## src/design/ttcw_pkg.sv

```systemverilog
`default_nettype none

package ttcw_pkg;

  // Fixed field widths of the streams and the configuration port.
  localparam int CODE_W  = 8;
  localparam int IDX_W   = 13;
  localparam int COLOR_W = 8;
  localparam int ROWS_W  = 7;
  localparam int COLS_W  = 8;
  localparam int CFG_W   = 8;
  localparam int ADDR_W  = 3;
  // Output tdata: index, glyph, three colours, invert, blink, padded to bytes.
  localparam int OUT_FIELDS_W = IDX_W + CODE_W + 3 * COLOR_W + 2;
  localparam int OUT_DATA_W   = ((OUT_FIELDS_W + 7) / 8) * 8;

  // Character codes with a meaning of their own.
  localparam logic [CODE_W-1:0] CODE_CR     = 8'h0D;
  localparam logic [CODE_W-1:0] CODE_LF     = 8'h0A;
  localparam logic [CODE_W-1:0] VIS_LOW     = 8'h20;
  localparam logic [CODE_W-1:0] VIS_HIGH    = 8'h7F;
  localparam logic [CODE_W-1:0] MARK_GLYPH  = 8'h5F;
  localparam logic [CODE_W-1:0] ERASE_GLYPH = 8'h20;

  // Reset values of the configuration registers.
  localparam logic [COLOR_W-1:0] RST_COLOR = 8'd255;
  localparam logic [ROWS_W-1:0]  RST_ROWS  = 7'd30;
  localparam logic [COLS_W-1:0]  RST_COLS  = 8'd80;

  // Configuration register indexes.
  typedef enum logic [ADDR_W-1:0] {
    CFG_RED    = 3'd0,
    CFG_GREEN  = 3'd1,
    CFG_BLUE   = 3'd2,
    CFG_INVERT = 3'd3,
    CFG_BLINK  = 3'd4,
    CFG_ROWS   = 3'd5,
    CFG_COLS   = 3'd6
  } cfg_reg_t;

  // One pending command; colour is taken from the configuration on output.
  typedef struct packed {
    logic              is_scroll;
    logic [IDX_W-1:0]  idx;
    logic [CODE_W-1:0] glyph;
    logic              invert;
    logic              blink;
  } cmd_t;

endpackage

`default_nettype wire

```

## src/design/text_terminal_cursor_writer.sv

```systemverilog
`default_nettype none

// Channel   Dir  Ports                              Beat contents
// in_       in   in_tvalid/in_tready/in_tdata       character code
// out_      out  out_tvalid/out_tready/out_tdata,   write or scroll command
//                out_tuser/out_tlast
// cfg_      in   cfg_we/cfg_addr/cfg_wdata          register write
//
// A character is taken into an input register and then, once the bank is free,
// decoded into up to three commands that load the command register bank together
// with the new cursor. The bank drains one beat per cycle while out_tready is high;
// a character that is ignored causes no commands and only moves the cursor.
// Reset clears the cursor to the top left cell and restores the register
// defaults. A stalled output holds the bank and, behind it, the input register.

module text_terminal_cursor_writer
  import ttcw_pkg::*;
#(
  parameter int MAX_ROWS = 64,
  parameter int MAX_COLS = 128
) (
  input  wire                     clk,
  input  wire                     rst_n,
  // in_tdata: [7:0] char_code
  input  wire                     in_tvalid,
  output logic                    in_tready,
  input  wire  [CODE_W-1:0]       in_tdata,
  // out_tdata: [12:0] cell_index, [20:13] glyph, [28:21] cell_red,
  // [36:29] cell_green, [44:37] cell_blue, [45] cell_invert, [46] cell_blink
  output logic                    out_tvalid,
  input  wire                     out_tready,
  output logic [OUT_DATA_W-1:0]   out_tdata,
  // out_tuser: [0] is_scroll
  output logic                    out_tuser,
  output logic                    out_tlast,
  input  wire                     cfg_we,
  input  wire  [ADDR_W-1:0]       cfg_addr,
  input  wire  [CFG_W-1:0]        cfg_wdata
);

  localparam int RW   = (MAX_ROWS > 1) ? $clog2(MAX_ROWS) : 1;
  localparam int CW   = (MAX_COLS > 1) ? $clog2(MAX_COLS) : 1;
  localparam int DW   = 9;
  localparam int PW   = RW + DW;
  localparam int XW   = (PW + 1 > IDX_W) ? PW + 1 : IDX_W;
  localparam logic [DW-1:0] MAXR = DW'(MAX_ROWS);
  localparam logic [DW-1:0] MAXC = DW'(MAX_COLS);

  // Configuration registers.
  logic [COLOR_W-1:0] red_r, green_r, blue_r;
  logic               invert_r, blink_r;
  logic [ROWS_W-1:0]  rows_r;
  logic [COLS_W-1:0]  cols_r;

  always_ff @(posedge clk) begin
    if (!rst_n) begin
      red_r    <= RST_COLOR;
      green_r  <= RST_COLOR;
      blue_r   <= RST_COLOR;
      invert_r <= 1'b0;
      blink_r  <= 1'b0;
      rows_r   <= RST_ROWS;
      cols_r   <= RST_COLS;
    end else if (cfg_we) begin
      unique case (cfg_reg_t'(cfg_addr))
        CFG_RED:    red_r    <= cfg_wdata;
        CFG_GREEN:  green_r  <= cfg_wdata;
        CFG_BLUE:   blue_r   <= cfg_wdata;
        CFG_INVERT: invert_r <= cfg_wdata[0];
        CFG_BLINK:  blink_r  <= cfg_wdata[0];
        CFG_ROWS:   rows_r   <= cfg_wdata[ROWS_W-1:0];
        CFG_COLS:   cols_r   <= cfg_wdata[COLS_W-1:0];
        default: ;
      endcase
    end
  end

  // Handshake state.
  logic              in_v_r;
  logic [CODE_W-1:0] code_r;
  logic [1:0]        cnt_r, cnt_nxt;
  cmd_t              bank_r [3];
  logic [RW-1:0]     row_r, row_nxt;
  logic [CW-1:0]     col_r, col_nxt;
  logic              pop, bank_free, advance;

  assign out_tvalid = (cnt_r != 2'd0);
  assign pop        = out_tvalid && out_tready;
  assign bank_free  = (cnt_r == 2'd0) || ((cnt_r == 2'd1) && pop);
  assign advance    = in_v_r && bank_free;
  assign in_tready  = !in_v_r || advance;

  // Input register.
  always_ff @(posedge clk) begin
    if (!rst_n) begin
      in_v_r <= 1'b0;
    end else if (in_tready) begin
      in_v_r <= in_tvalid;
    end
  end

  always_ff @(posedge clk) begin
    if (in_tready && in_tvalid) begin
      code_r <= in_tdata;
    end
  end

  // Screen size limited to the supported range, as last row and last column.
  logic [DW-1:0] nr, nc;
  logic [RW-1:0] last_row;
  logic [CW-1:0] last_col;

  always_comb begin
    nr = {{(DW-ROWS_W){1'b0}}, rows_r};
    if (nr == '0) nr = DW'(1);
    else if (nr > MAXR) nr = MAXR;
    nc = {{(DW-COLS_W){1'b0}}, cols_r};
    if (nc == '0) nc = DW'(1);
    else if (nc > MAXC) nc = MAXC;
  end

  assign last_row = RW'(nr - DW'(1));
  assign last_col = CW'(nc - DW'(1));

  // Cursor pulled back inside the screen.
  logic [RW-1:0] row_c;
  logic [CW-1:0] col_c;

  assign row_c = (row_r > last_row) ? last_row : row_r;
  assign col_c = (col_r > last_col) ? last_col : col_r;

  // Start of the cursor's row and the cursor's own cell.
  logic [XW-1:0] prod, base;

  assign prod = XW'(row_c) * XW'(nc);
  assign base = prod + XW'(col_c);

  // Decode of the character and the cursor move.
  logic visible, is_cr, is_lf, wrap, move_down, at_bottom, has_scroll, active;
  logic [XW-1:0] mark_idx;
  logic [1:0]    n_cmds;
  cmd_t          first_cmd, scroll_cmd, mark_cmd;

  always_comb begin
    visible    = (code_r >= VIS_LOW) && (code_r <= VIS_HIGH);
    is_cr      = (code_r == CODE_CR);
    is_lf      = (code_r == CODE_LF);
    active     = visible || is_cr || is_lf;
    wrap       = visible && (col_c == last_col);
    move_down  = wrap || is_lf;
    at_bottom  = (row_c == last_row);
    has_scroll = move_down && at_bottom;

    row_nxt = row_c;
    col_nxt = col_c;
    if (move_down && !at_bottom) row_nxt = row_c + RW'(1);
    if (visible && !wrap) col_nxt = col_c + CW'(1);
    else if (wrap || is_cr) col_nxt = '0;

    // New cursor cell, worked out from the old one.
    if (visible && !wrap) mark_idx = base + XW'(1);
    else if (wrap) mark_idx = has_scroll ? prod : prod + XW'(nc);
    else if (is_cr) mark_idx = prod;
    else mark_idx = has_scroll ? base : base + XW'(nc);

    first_cmd.is_scroll = 1'b0;
    first_cmd.idx       = base[IDX_W-1:0];
    first_cmd.glyph     = visible ? code_r : ERASE_GLYPH;
    first_cmd.invert    = visible && invert_r;
    first_cmd.blink     = visible && blink_r;

    scroll_cmd           = '0;
    scroll_cmd.is_scroll = 1'b1;

    mark_cmd.is_scroll = 1'b0;
    mark_cmd.idx       = mark_idx[IDX_W-1:0];
    mark_cmd.glyph     = MARK_GLYPH;
    mark_cmd.invert    = 1'b0;
    mark_cmd.blink     = 1'b1;

    n_cmds = has_scroll ? 2'd3 : 2'd2;
  end

  // Cursor state, updated with the clamped position even for ignored codes.
  always_ff @(posedge clk) begin
    if (!rst_n) begin
      row_r <= '0;
      col_r <= '0;
    end else if (advance) begin
      row_r <= active ? row_nxt : row_c;
      col_r <= active ? col_nxt : col_c;
    end
  end

  // Command bank: loaded whole, drained from entry 0 by shifting.
  always_comb begin
    cnt_nxt = cnt_r;
    if (advance && active) cnt_nxt = n_cmds;
    else if (pop) cnt_nxt = cnt_r - 2'd1;
  end

  always_ff @(posedge clk) begin
    if (!rst_n) begin
      cnt_r <= 2'd0;
    end else begin
      cnt_r <= cnt_nxt;
    end
  end

  always_ff @(posedge clk) begin
    if (advance && active) begin
      bank_r[0] <= first_cmd;
      bank_r[1] <= has_scroll ? scroll_cmd : mark_cmd;
      bank_r[2] <= mark_cmd;
    end else if (pop) begin
      bank_r[0] <= bank_r[1];
      bank_r[1] <= bank_r[2];
    end
  end

  // Output beat; a scroll carries zeros in every data field.
  logic [COLOR_W-1:0] out_red, out_green, out_blue;

  assign out_red   = bank_r[0].is_scroll ? '0 : red_r;
  assign out_green = bank_r[0].is_scroll ? '0 : green_r;
  assign out_blue  = bank_r[0].is_scroll ? '0 : blue_r;

  assign out_tdata = OUT_DATA_W'({bank_r[0].blink, bank_r[0].invert, out_blue, out_green,
                                  out_red, bank_r[0].glyph, bank_r[0].idx});
  assign out_tuser = bank_r[0].is_scroll;
  assign out_tlast = (cnt_r == 2'd1);

endmodule

`default_nettype wire

```

## config.mk

```make
export PLATFORM = sky130hd
export DESIGN_NAME = text_terminal_cursor_writer
export DESIGN_NICKNAME = d
export VERILOG_FILES = /design/src/design/ttcw_pkg.sv /design/src/design/text_terminal_cursor_writer.sv
export SDC_FILE = /design/constraint.sdc
export NUM_CORES = 1
export LEC_CHECK = 0
export BUFFER_PORTS_ARGS = -buffer_cell sky130_fd_sc_hd__buf_2
export CORE_MARGIN = 4
export CORE_UTILIZATION = 64
export CTS_CLUSTER_SIZE = 12
export DETAILED_ROUTE_END_ITERATION = 6
export PLACE_DENSITY = 0.84
export SYNTH_ARGS = -nofsm -noshare
export SYNTH_HDL_FRONTEND = slang
export SYNTH_SLANG_ARGS = --single-unit
```

## constraint.sdc

```tcl
create_clock -name clk -period 22.1 [get_ports clk]
set_clock_uncertainty 0.05 [all_clocks]
set_input_delay 1.105 -clock clk [delete_from_list [all_inputs] [get_ports clk]]
set_output_delay 1.105 -clock clk [all_outputs]
set_load 0.01 [all_outputs]
```

== Word-level counts from Yosys, hierarchy flattened ==
Memories as Yosys holds them, arrays and structs flattened.
Cells that the tools add are included.

* Flip-flop bits (word level): 65
* Bits in latches: 0
* Bits in writable memories: 72
* Bits in read-only memories: 0
* Input bits: 24
* Output and inout bits: 52
* Logic and storage cells: 107
* Memories: 1

* Add/subtract/negate cells: 9
* Multipliers: 1
* Divide/modulo/power cells: 0
* Magnitude comparators: 6
* Eq/ne operators: 11
* Shift-type cells: 0
* Multiplexer cells: 31
* Bitwise operators: 2
* Reductions and logical operators: 34

{| class="wikitable"
|+ Memories
! memory !! words !! bits a word !! read ports !! clocked after Yosys merged registers in !! wr ports !! RTL line !! text
|-
| bank_r || 3 || 24 || 3 || 0 || 3 || text_terminal_cursor_writer.sv:82 || <nowiki>cmd_t bank_r [3];</nowiki>
|}

{| class="wikitable"
|+ Operators with widths
! kind !! count
|-
| 24-bit two-way mux || 3
|-
| 13-bit two-way mux || 5
|-
| 8-bit two-way mux || 6
|-
| 6-bit two-way mux || 5
|-
| 7-bit two-way mux || 4
|-
| 13-bit by 8-bit adder with 13-bit output || 2
|-
| 8-bit by 4-bit == test with 1-bit output (second input constant) || 2
|-
| 2-bit AND reduction || 7
|-
| 13-bit by 1-bit adder with 13-bit output (second input constant) || 1
|-
| 13-bit by 7-bit adder with 13-bit output || 1
|-
| 6-bit by 8-bit multiplier with 13-bit output || 1
|-
| 1-bit logical AND || 12
|-
| 3-bit == test (second input constant) || 3
|-
| 8-bit by 6-bit >= comparator with 1-bit output (second input constant) || 1
|-
| 8-bit > comparator (second input constant) || 1
|-
| 8-bit by 7-bit <= comparator with 1-bit output (second input constant) || 1
|-
| 8-bit logical NOT || 1
|-
| 7-bit by 1-bit adder with 7-bit output (second input constant) || 1
|-
| 7-bit == test || 1
|-
| 7-bit > comparator || 1
|-
| 7-bit > comparator (second input constant) || 1
|-
| 7-bit logical NOT || 1
|-
| 7-bit by 1-bit subtractor with 7-bit output (second input constant) || 1
|-
| 6-bit by 1-bit adder with 6-bit output (second input constant) || 1
|-
| 15 further kinds || 31
|}

== Depth between registers and ports, before layout ==
Gate-level depths: netlist of run 1.

* Depth after elaboration: 16
* Mapped depth: 42

== Worst setup path before layout of run 1 ==
Ideal clock, no wire load.

* Path type: reg-to-reg
* Start: register rows_r[2]
* End: memory bank_r[0][42] (netlist bit) (data pin)
* Library setup time: 0.256 ns
* Data arrival time: 9.044 ns
* Data required time: 21.794 ns
* Path slack: 12.751 ns
* Stages on the path, launching flop included: 41
* Path buffers: 5
* Period minus slack after synthesis: 9.349 ns
* Path through: dfxtp_1 or4_1 clkbuf_1 o21ai_0 nand2b_1 ha_1 nor3b_1 o21ai_0 inv_1 ha_1 o21ai_0 nor2_1 o32ai_1 clkbuf_1 nor2_1 a21oi_1 clkbuf_1 nor2_1 [... 5 more ...] ha_1 nor2b_1 nor2_1 xnor2_1 ha_1 or3_1 and3b_1 nor3_1 clkbuf_1 nor2b_1 clkbuf_1 ha_1 a21o_1 a31o_2 a221oi_1 a211o_1 o22ai_1 a31o_2

{| class="wikitable"
|+ RTL lines
! what !! RTL line !! text
|-
| start: declaration || text_terminal_cursor_writer.sv:52 || <nowiki>logic [ROWS_W-1:0] rows_r;</nowiki>
|-
| start signal: assignment || text_terminal_cursor_writer.sv:71 || <nowiki>CFG_ROWS: rows_r <= cfg_wdata[ROWS_W-1:0];</nowiki>
|-
| end: declaration || text_terminal_cursor_writer.sv:82 ||
|}

==> reports/metrics.yaml, run 1 <==
run_status:
  run_status: "complete, no violations"
floorplan:
  core_area_mm2: 0.01453
  row_count: 44
  ioPinCount: 76
  die_y_um: 130.0
  die-area_mm2: 0.01690
  initial_utilization_pct: 65.54
  die_x_um: 130.0
power:
  cellLeakagePower_nw: 4.663
  switchingPower_w: 0.0004011
  power_frac_comb_pct: 41.8
  seq_power_share_pct: 28.9
  irDropWorstVdd_v: 0.00005241
  p_int_w: 0.0006101
  p_sw_share_pct: 39.66
  p_per_area_mw_per_mm2: 96.64
  clkPwrFrac_pct: 29.3
sta:
  timing_hold_violations_final: 0
  tightest_slew_ns: 1.079
  layout_min_cycle_time_ns: 10.37
  clock.fmax_mhz: 96.39
  min_period_over_period_pct: 46.94
  slew_viol_final: 0
  tns_ns: 0
  finalSetupViolCount: 0
  rsz0062_at_grt: "no"
  slew_headroom_pct: 27.52
  holdWs_ns: 0.4143
min_path:
  hp-start: "green_r[6]$_SDFFE_PN1P_"
  holdPathStages: 2
  holdPathEnd: "green_r[6]$_SDFFE_PN1P_"
  hp-class: "reg -> reg"
yosys:
  synth-seq-cells: 117
  synthTopCellsByCount: "nand2_1, nor2_1, inv_1"
  synth_top_area_share_pct: 18.92
  synth_xor_area_share_pct: 5.149
  synthTopCellsByArea: "edfxtp_1, dfxtp_1, ha_1, nand2_1, fa_1"
  yosys_warnings: 0
  synth_area_mm2: 0.009525
  synth_mux_area_share_pct: 0.9458
  synthCells: 1166
  synth_top_family_by_area: "simple AND/OR/NAND/NOR gates"
  synth_cell_types: 73
  synth_fa_ha_area_share_pct: 13.95
  ys.flop_type: "edfxtp_1"
  async_flop_share_pct: 0
  yosys.cell_count.top_type: "nand2_1"
  synth_edf_count: 60
  synth_seq_area_share_pct: 30.89
  avgSynthCellArea_um2: 8.169
  synth_simple_gate_area_share_pct: 25.15
  synth_top_area_cell: "edfxtp_1"
  synth_compound_area_share_pct: 17.37
drt:
  vias: 8865
  viasPerCell: 6.341
  antenna_left: 0
  wl_mm: 25.97
  drt_iter0_markers: 946
  avgRoutedWirePerCell_um: 18.58
  drc: 0
  dr.pass1.iters: 6
worst_setup_path:
  setup.worst_path.class: "reg -> reg"
  end_kind: "flip-flop"
  r2r-end: "bank_r[0][42]$_DFFE_PP_"
  critPathLaunchType: "flip-flop"
  critical_path_required_ns: 22.22
  timing.reg2reg.worst_path_depth: 36
  crit_arrival_ns: 10.50
  max_stage_delay_ns: 0.83
  cp_slowest_cell: "nor3_1"
  reg2reg_slack_ns: 11.73
  critical_path_peak_fanout: 14
  cpMostUsedCell: "ha_1"
  r2r_start: "rows_r[2]$_SDFFE_PN1P_"
finish:
  nFillCells: 1110
  final_nets: 1315
  layout-drive-gt1-share_pct: 11.04
  n_antenna_cell: 0
  area_growth_pct: 9.852
clock_tree:
  post_cts_resized: 0
  post_cts_buffers: 0
  root_buffer: "clkbuf_16"
  clock_sinks: 117
  path_clk_slew_ns: 0.06
  numCtsBuffers: 17
  clock_latency_ns: 0.43
  cts_hold_buf: 0
  htree_levels: 4
  cts_tree: "yes"
  clock_path_buffers: 2
place:
  port_buffers: 74
  hpwlAfterDp_mm: 18.80
  routabilityCongestion: 0.9673
grt:
  gr-total-overflow: 0
  grt_max_degree: 36
  grt_pass1_vias: 8299
  grt_use_total_pct: 31.41
  antenna_found_initial: 1
  grt_pass1_wl_mm: 42.20
run:
  maxCapViolCount: 0
-- layout by cell type (no fill, tap or decap), drive strengths merged, types with 8 or more instances in the layout --
master	synthesis	routed
clkbuf	39	18
o31ai	8	8
nor3	23	23
and3	11	11
xnor2	30	30
o21ai	57	57
mux2i	9	9
inv	70	80
nand2b	19	19
dfxtp	57	57
buf	29	83
edfxtp	60	60
nor2b	38	38
ha	63	63
nor2	120	120
o211ai	12	12
xor2	26	26
a31oi	8	8
fa	27	27
a211oi	27	27
nand3	56	56
nand2	188	188
a21oi	50	50
o21a	8	8
a21o	10	10
-- stage by stage --
stage,instance area [µm²],util (%),total power [W],std cells,worst slack [ns]
detailed placement,9841,67.71,0.0007022,1366,11.92
finish,10460,72.00,0.001011,1398,11.73
CTS,10460,72.00,0.001003,1398,11.89
global placement,9841,67.71,0.0006931,1366,12.35
floorplan,9529,-,0.0006110,1167,12.75
global route,10460,72.00,0.001070,1398,11.06
-- logic make-up (layout without fill, tap and decap cells) --
| logic type | Yosys count | after routing |
|---|---|---|
| AO/OA/AOI/OAI | 245 | 245 |
| AND/OR/NAND/NOR | 510 | 510 |
| multiplexers | 9 | 9 |
| flip-flops | 117 | 117 |
| buffers and inverters | 138 | 185 |
| XOR/XNOR | 56 | 56 |
| other | 1 | 2 |
| adder cells (fa/ha/maj) | 90 | 90 |
-- worst max path at each step --
stage,from,to,depth (start not counted)
after floorplan,rows_r[2]$_SDFFE_PN1P_,bank_r[0][42]$_DFFE_PP_,40
after global placement,rows_r[2]$_SDFFE_PN1P_,bank_r[0][45]$_DFFE_PP_,38
after detailed placement,rows_r[1]$_SDFFE_PN1P_,bank_r[0][45]$_DFFE_PP_,38
after CTS,rows_r[1]$_SDFFE_PN1P_,bank_r[0][45]$_DFFE_PP_,38
after global routing,rows_r[2]$_SDFFE_PN1P_,bank_r[0][45]$_DFFE_PP_,38
final,rows_r[2]$_SDFFE_PN1P_,bank_r[0][42]$_DFFE_PP_,36
-- sequential cells by signal, indices dropped and copies added (netlist names) --
name and flops:
bank_r 52, blink_r 1, blue_r 8, cnt_r 2, code_r 8, col_r 7, cols_r 8, green_r 8
in_v_r 1, invert_r 1, red_r 8, row_r 6, rows_r 7
-- power groups by stage --
stage                     registers [W]  clock network [W]  logic, W
after floorplan                0.000291                  0  0.000320
after global placement         0.000295                  0  0.000398
after detailed placement       0.000296                  0  0.000406
after CTS                      0.000292           0.000297  0.000413
after global routing           0.000295           0.000307  0.000467
final                          0.000292           0.000296  0.000423
-- critical path, delay by kind of cell (launching register included) --
kind | cells | cell delay (ns)
fa+ha+maj | 8 | 3.14
xor+xnor | 1 | 0.31
simple gates | 12 | 2.85
flops | 1 | 0.35
compound gates | 11 | 2.94
buf+inv | 4 | 0.46
-- routing by layer --
| layer | track usage, % | up-vias | wire, µm |
|---|---|---|---|
| met2 | 50.83 | 489 | 11920 |
| met3 | 5.485 | 58 | 2689 |
| met1 | 43.68 | 4156 | 10770 |
| li1 | - | 4162 | - |
| met4 | 8.741 | 0 | 589 |
| met5 | 0 | - | 0 |
-- cell type report --
| type | instances | area [µm²] | share of cell area (%) |
|---|---|---|---|
| Sequential cell | 117 | 2943 | 28.12 |
| Clock inverter | 14 | 172.7 | 1.650 |
| Tap cell | 184 | 230.2 | 2.200 |
| Timing Repair Buffer | 83 | 437.9 | 4.185 |
| Multi-Input combinational cell | 912 | 5967 | 57.02 |
| Inverter | 70 | 262.8 | 2.511 |
| Clock buffer | 18 | 450.4 | 4.305 |
(Power assumes the default switching activity.)
==> run 2, diff against run 1 <==
Settings changed: ABC_AREA set to 1, CORE_UTILIZATION 64 to 56, PLACE_DENSITY 0.84 to 0.78.
Clock period 22.1 ns to 8.6 ns, I/O delays scaled along.
==> reports/metrics.yaml, run 2 <==
worst_setup_path:
  max_stage_delay_ns: 0.55  # was 0.83 ns
  critical_path_required_ns: 8.74  # was 22.22 ns
  critical_path_peak_fanout: 14  # unchanged
  critPathLaunchType: "flip-flop"  # unchanged
  setup.worst_path.class: "reg -> reg"  # unchanged
  cpMostUsedCell: "nand2_1"  # was ha_1
  cp_slowest_cell: "fa_1"  # was nor3_1
  crit_arrival_ns: 8.20  # was 10.50 ns
  end_kind: "flip-flop"  # unchanged
floorplan:
  die_x_um: 140.7  # was 130.0 µm
  die-area_mm2: 0.01980  # was 0.01690 mm²
  initial_utilization_pct: 57.03  # was 65.54%
  row_count: 48  # was 44
  core_area_mm2: 0.01730  # was 0.01453 mm²
  ioPinCount: 76  # unchanged
  die_y_um: 140.7  # was 130.0 µm
yosys:
  synthCells: 1397  # was 1166
  synth_cell_types: 52  # was 73
  synth_seq_area_share_pct: 29.83  # was 30.89%
  ys.flop_type: "edfxtp_1"  # unchanged
  synth_area_mm2: 0.009864  # was 0.009525 mm²
  synthTopCellsByCount: "nand2_1, inv_1, nor2_1"  # was nand2_1, nor2_1, inv_1
  synth_edf_count: 60  # unchanged
  async_flop_share_pct: 0  # unchanged
  avgSynthCellArea_um2: 7.061  # was 8.169 µm²
  synthTopCellsByArea: "edfxtp_1, nand2_1, dfxtp_1, ha_1, inv_1"  # was edfxtp_1, dfxtp_1, ha_1, nand2_1, fa_1
  synth-seq-cells: 117  # unchanged
  yosys_warnings: 0  # unchanged
  synth_top_area_share_pct: 18.26  # was 18.92%
  yosys.cell_count.top_type: "nand2_1"  # unchanged
  synth_top_area_cell: "edfxtp_1"  # unchanged
finish:
  final_common_cell: "nand2_1"  # unchanged
  stdcell_count: 1678  # was 1398
  layout-drive-gt1-share_pct: 12.46  # was 11.04%
  area_growth_pct: 10.02  # was 9.852%
  final_nets: 1554  # was 1315
  seq_area_mm2: 0.002943  # unchanged
  n_antenna_cell: 0  # unchanged
  largest_reg_flops: 52  # unchanged
  layout_common_cells: "nand2_1, inv_1, nor2_1"  # was nand2_1, nor2_1, buf_2
  final_util_pct: 62.75  # was 72.00%
  multi_input_area_mm2: 0.005834  # was 0.005967 mm²
  nFillCells: 1574  # was 1110
  top_register: "bank_r"  # unchanged
grt:
  grt_max_degree: 44  # was 36
  antenna_found_initial: 0  # was 1
  gr-total-overflow: 0  # unchanged
  grt_use_total_pct: 27.06  # was 31.41%
  grt_pass1_vias: 8871  # was 8299
  grt_pass1_wl_mm: 43.81  # was 42.20 mm
sta:
  min_period_over_period_pct: 93.73  # was 46.94%
  clock.fmax_mhz: 124.1  # was 96.39 MHz
  rsz0062_at_grt: "no"  # unchanged
  slew_headroom_pct: 35.89  # was 27.52%
  finalSetupViolCount: 0  # unchanged
  layout_min_cycle_time_ns: 8.061  # was 10.37 ns
  tightest_slew_ns: 0.9582  # was 1.079 ns
  tns_ns: 0  # unchanged
  timing_hold_violations_final: 0  # unchanged
  slew_viol_final: 0  # unchanged
place:
  hpwlAfterDp_mm: 19.93  # was 18.80 mm
  port_buffers: 74  # unchanged
  place_inst: 1644  # was 1366
  routabilityCongestion: 0.9735  # was 0.9673
min_path:
  hp-class: "in -> reg"  # was reg -> reg
drt:
  viasPerCell: 5.555  # was 6.341
  avgRoutedWirePerCell_um: 15.71  # was 18.58 µm
  vias: 9322  # was 8865
  drc: 0  # unchanged
  antenna_left: 0  # unchanged
  dr.pass1.iters: 5  # was 6
  drt_iter0_markers: 856  # was 946
  wl_mm: 26.35  # was 25.97 mm
power:
  cellLeakagePower_nw: 5.464  # was 4.663 nW
  clkPwrFrac_pct: 31.7  # was 29.3%
  switchingPower_w: 0.0008525  # was 0.0004011 W
  design_power_total_w: 0.002221  # was 0.001011 W
  seq_power_share_pct: 31.3  # was 28.9%
  p_sw_share_pct: 38.39  # was 39.66%
  p_int_w: 0.001368  # was 0.0006101 W
  p_per_area_mw_per_mm2: 204.6  # was 96.64 mW/mm²
  power_frac_comb_pct: 37.1  # was 41.8%
  irDropWorstVdd_v: 0.0001585  # was 0.00005241 V
run_status:
  run_status: "complete, no violations"  # unchanged
clock_tree:
  clock_path_buffers: 2  # unchanged
  clock_sinks: 117  # unchanged
  path_clk_slew_ns: 0.06  # about the same
  htree_levels: 4  # unchanged
  clock_latency_ns: 0.43  # about the same
  numCtsBuffers: 17  # unchanged
  cts_tree: "yes"  # unchanged
  root_buffer: "clkbuf_16"  # unchanged
run:
  maxCapViolCount: 0  # unchanged
==> run 2: cell count changes after synthesis, moves of 18 or more <==
cell      change
nor2_1       +37
o211ai_1     +18
nand2b_1     -19
nand2_1     +165
nand3_1      +42
inv_1       +120
nor2b_1      -38
a211oi_1     -25
xnor2_1      -23
a21oi_1      +20
==> run 2: power groups by stage <==
stage | combinational [W] | sequential, W | clock (W)
2_1_floorplan | 0.000610 | 0.000696 | 0
3_3_place_gp | 0.000779 | 0.000702 | 0
3_5_place_dp | 0.000794 | 0.000705 | 0
4_1_cts | 0.000802 | 0.000695 | 0.000707
5_1_grt | 0.000930 | 0.000699 | 0.000732
6_report | 0.000823 | 0.000694 | 0.000704
==> run 2: cells by family (layout without fill, tap and decap cells) <==
| group | after synthesis | in the layout | share of synthesized area [%] |
|---|---|---|---|
| AND/OR/NAND/NOR | 682 | 682 | 29.46 |
| buffers and inverters | 266 | 321 | 11.54 |
| AO/OA/AOI/OAI | 198 | 198 | 11.61 |
| flip-flops | 117 | 117 | 29.83 |
| adder cells (fa/ha/maj) | 90 | 90 | 13.47 |
| XOR/XNOR | 43 | 43 | 4.046 |
| other | 1 | 2 | 0.03802 |
==> run 2: final timing paths <==
| kind | endpoint | depth (start not counted) | slack, ns | from |
|---|---|---|---|---|
| setup reg to reg | bank_r[0][42]$_DFFE_PP_ | 44 | 0.54 | rows_r[6]$_SDFFE_PN0P_ |
| hold reg to reg | invert_r$_SDFFE_PN0P_ | 2 | 0.43 | invert_r$_SDFFE_PN0P_ |
| setup / recovery | bank_r[0][42]$_DFFE_PP_ | 44 | 0.54 | rows_r[6]$_SDFFE_PN0P_ |
| hold / removal | code_r[7]$_DFFE_PP_ | 1 | 0.13 | in_tdata[7] |
==> run 2: through the flow <==
stage          setup WS, ns  area (µm²)  hold WS [ns]
6_report             0.5393       10850        0.1263
5_1_grt            0.001388       10850        0.1265
4_1_cts              0.3730       10800        0.1169
3_5_place_dp         0.4387       10220        0.4157
3_3_place_gp         0.5029       10220        0.3909
2_1_floorplan         1.097        9868        0.3800
==> run 2: metal layers <==
metal / part of all wire, % / GRT usage (%) / vias up
met5: 0 / 0 / -
met4: 1.6 / 7.598 / 0
met3: 7.3 / 4.206 / 28
met2: 47 / 44.38 / 375
met1: 44 / 37.30 / 4333
li1: - / - / 4586
==> run 2: final cells by class <==
cell class | instances | area share [%]
Tap cell | 225 | 2.594
Sequential cell | 117 | 27.12
Multi-Input combinational cell | 1015 | 53.76
Clock inverter | 15 | 1.430
Timing Repair Buffer | 82 | 3.966
Clock buffer | 17 | 3.920
Inverter | 207 | 7.217
==> run 2: repair_timing <==
| item | 4_1_cts | 5_1_grt |
|---|---|---|
| hold buffers | 0 | 0 |
| setup endpoints to repair | 0 | 10 |
| buffers inserted | 0 | 2 |
| gates resized for setup | 0 | 10 |
==> run 2: worst max-delay path: cells and delay by family (launching register included) <==
| kind | cells | cell delay, ns |
|---|---|---|
| DFF | 1 | 0.39 |
| and+or+nand+nor | 17 | 1.52 |
| AOI/OAI and AO/OA | 6 | 1.02 |
| buffers and inverters | 9 | 0.97 |
| adders and majority gates | 8 | 3.11 |
| xor gates and xnor gates | 4 | 0.74 |
==> run 3, diff against run 2 <==
Settings changed: CORE_UTILIZATION 56 to 62, CTS_CLUSTER_SIZE 12 to 8, PLACE_DENSITY 0.78 to 0.82, TNS_END_PERCENT set to 10.
Clock period 8.6 ns to 8.7 ns, I/O delays scaled along.
==> reports/metrics.yaml, run 3 (synthesis results as in run 2) <==
run_status:
  run_status: "complete, no violations"  # unchanged
worst_setup_path:
  path_buf_inv: 10  # was 9
  crit_arrival_ns: 8.20  # about the same
  critical_path_peak_fanout: 13  # was 14
  critPathLaunch: "rows_r[5]$_SDFFE_PN0P_"  # was rows_r[6]$_SDFFE_PN0P_
  critical_path_required_ns: 8.83  # was 8.74 ns
  end_kind: "flip-flop"  # unchanged
  max_stage_delay_ns: 0.54  # was 0.55 ns
  cpMostUsedCell: "nand2_1"  # unchanged
  cp_top_family: "adder cells"  # unchanged
  setup.worst_path.class: "reg -> reg"  # unchanged
  critPathLaunchType: "flip-flop"  # unchanged
  r2r_start: "rows_r[5]$_SDFFE_PN0P_"  # was rows_r[6]$_SDFFE_PN0P_
  cp_slowest_cell: "fa_1"  # unchanged
place:
  routabilityCongestion: 0.9934  # was 0.9735
  place_inst: 1630  # was 1644
  placed_area_mm2: 0.01020  # was 0.01022 mm²
  hpwlAfterDp_mm: 18.75  # was 19.93 mm
  port_buffers: 74  # unchanged
sta:
  slew_viol_final: 0  # unchanged
  holdWs_ns: 0.1451  # was 0.1263 ns
  finalSetupViolCount: 0  # unchanged
  slew_headroom_pct: 16.78  # was 35.89%
  tightest_slew_ns: 1.244  # was 0.9582 ns
  min_period_over_period_pct: 92.73  # was 93.73%
  timing_hold_violations_final: 0  # unchanged
  layout_min_cycle_time_ns: 8.067  # was 8.061 ns
  clock.fmax_mhz: 124.0  # was 124.1 MHz
floorplan:
  ioPinCount: 76  # unchanged
  die_y_um: 134.1  # was 140.7 µm
  die_x_um: 134.1  # was 140.7 µm
  core_area_mm2: 0.01537  # was 0.01730 mm²
  initial_utilization_pct: 64.18  # was 57.03%
  die-area_mm2: 0.01799  # was 0.01980 mm²
  row_count: 45  # was 48
finish:
  largest_reg_flops: 52  # unchanged
  final_cell_area_mm2: 0.01084  # was 0.01085 mm²
  final_common_cell: "nand2_1"  # unchanged
  stdcell_count: 1666  # was 1678
  layout-drive-gt1-share_pct: 12.44  # was 12.46%
  layout_common_cells: "nand2_1, inv_1, nor2_1"  # unchanged
  area_growth_pct: 9.932  # was 10.02%
  top_register: "bank_r"  # unchanged
  final_nets: 1556  # was 1554
  final_util_pct: 70.55  # was 62.75%
  n_antenna_cell: 0  # unchanged
clock_tree:
  clock_path_buffers: 2  # unchanged
  root_buffer: "clkbuf_16"  # unchanged
  clock_sinks: 117  # unchanged
  numCtsBuffers: 17  # unchanged
  cts_tree: "yes"  # unchanged
  clock_latency_ns: 0.42  # was 0.43 ns
  path_clk_slew_ns: 0.06  # about the same
  htree_levels: 4  # unchanged
  cts_hold_buf: 0  # unchanged
drt:
  viasPerCell: 5.571  # was 5.555
  avgRoutedWirePerCell_um: 15.37  # was 15.71 µm
  dr.pass1.iters: 7  # was 5
  drt_iter0_markers: 884  # was 856
  vias: 9282  # was 9322
  wl_mm: 25.61  # was 26.35 mm
  antenna_left: 0  # unchanged
  drc: 0  # unchanged
power:
  design_power_total_w: 0.002167  # was 0.002221 W
  p_int_w: 0.001331  # was 0.001368 W
  power_frac_comb_pct: 37.1  # about the same
  p_per_area_mw_per_mm2: 199.9  # was 204.6 mW/mm²
  cellLeakagePower_nw: 5.486  # was 5.464 nW
  clkPwrFrac_pct: 31.2  # was 31.7%
  p_sw_share_pct: 38.60  # was 38.39%
  seq_power_share_pct: 31.7  # was 31.3%
  switchingPower_w: 0.0008366  # was 0.0008525 W
  irDropWorstVdd_v: 0.0001449  # was 0.0001585 V
min_path:
  hp-start: "in_tdata[1]"  # was in_tdata[7]
  hp-class: "in -> reg"  # unchanged
grt:
  gr-total-overflow: 0  # unchanged
  antenna_found_initial: 0  # unchanged
  grt_use_total_pct: 28.72  # was 27.06%
  grt_max_degree: 44  # unchanged
  grt_pass1_vias: 8680  # was 8871
  grt_pass1_wl_mm: 42.21  # was 43.81 mm
run:
  maxCapViolCount: 0  # unchanged
[run 3: stage by stage]
step                 TNS, ns  setup WS [ns]
detailed placement         0         0.3376
global route        -0.02154       -0.02154
floorplan                  0          1.197
finish                     0         0.6326
CTS                        0         0.2781
global placement           0         0.6133
[run 3: worst reg2reg max path: cells and delay by family, from the launching register on]
kind	cells	cell delay, ns
adder cells (fa/ha/maj)	8	2.98
flip-flops	1	0.31
XOR/XNOR	4	0.67
buffers and inverters	10	1.00
AO/OA/AOI/OAI	6	1.04
AND/OR/NAND/NOR	20	1.73
[run 3: path summary, 6_finish.rpt]
check,endpoint,slack [ns],cells past startpoint
hold reg to reg,cols_r[0]$_SDFFE_PN0P_,0.43,2
setup / recovery,bank_r[0][42]$_DFFE_PP_,0.63,48
setup reg to reg,bank_r[0][42]$_DFFE_PP_,0.63,48
hold / removal,code_r[1]$_DFFE_PP_,0.15,1
[run 3: power by group through the flow]
| stage | clock network (W) | logic, W | registers (W) |
|---|---|---|---|
| after floorplan | 0 | 0.000603 | 0.000688 |
| after global placement | 0 | 0.000757 | 0.000694 |
| after detailed placement | 0 | 0.000770 | 0.000695 |
| after CTS | 0.000682 | 0.000782 | 0.000686 |
| after global routing | 0.000710 | 0.000912 | 0.000691 |
| final | 0.000677 | 0.000805 | 0.000686 |
[run 3: metal layers]
| layer | GRT usage [%] | vias up | part of all wire (%) |
|---|---|---|---|
| li1 | - | 4604 | - |
| met3 | 4.876 | 50 | 8.1 |
| met1 | 38.81 | 4249 | 44 |
| met5 | 0 | - | 0 |
| met4 | 9.163 | 0 | 2.3 |
| met2 | 47.36 | 379 | 46 |
[run 3: cell type report]
class	instances	area [µm²]
Clock inverter	15	142.6
Timing Repair Buffer	84	457.9
Tap cell	211	264.0
Multi-Input combinational cell	1015	5828
Inverter	207	783.3
Fill cell	1274	4527
Clock buffer	17	425.4
Sequential cell	117	2943
[run 3: timing repair]
item	4_1_cts	5_1_grt
resized for setup	0	7
buffers inserted	0	4
endpoints found under the setup margin	0	12
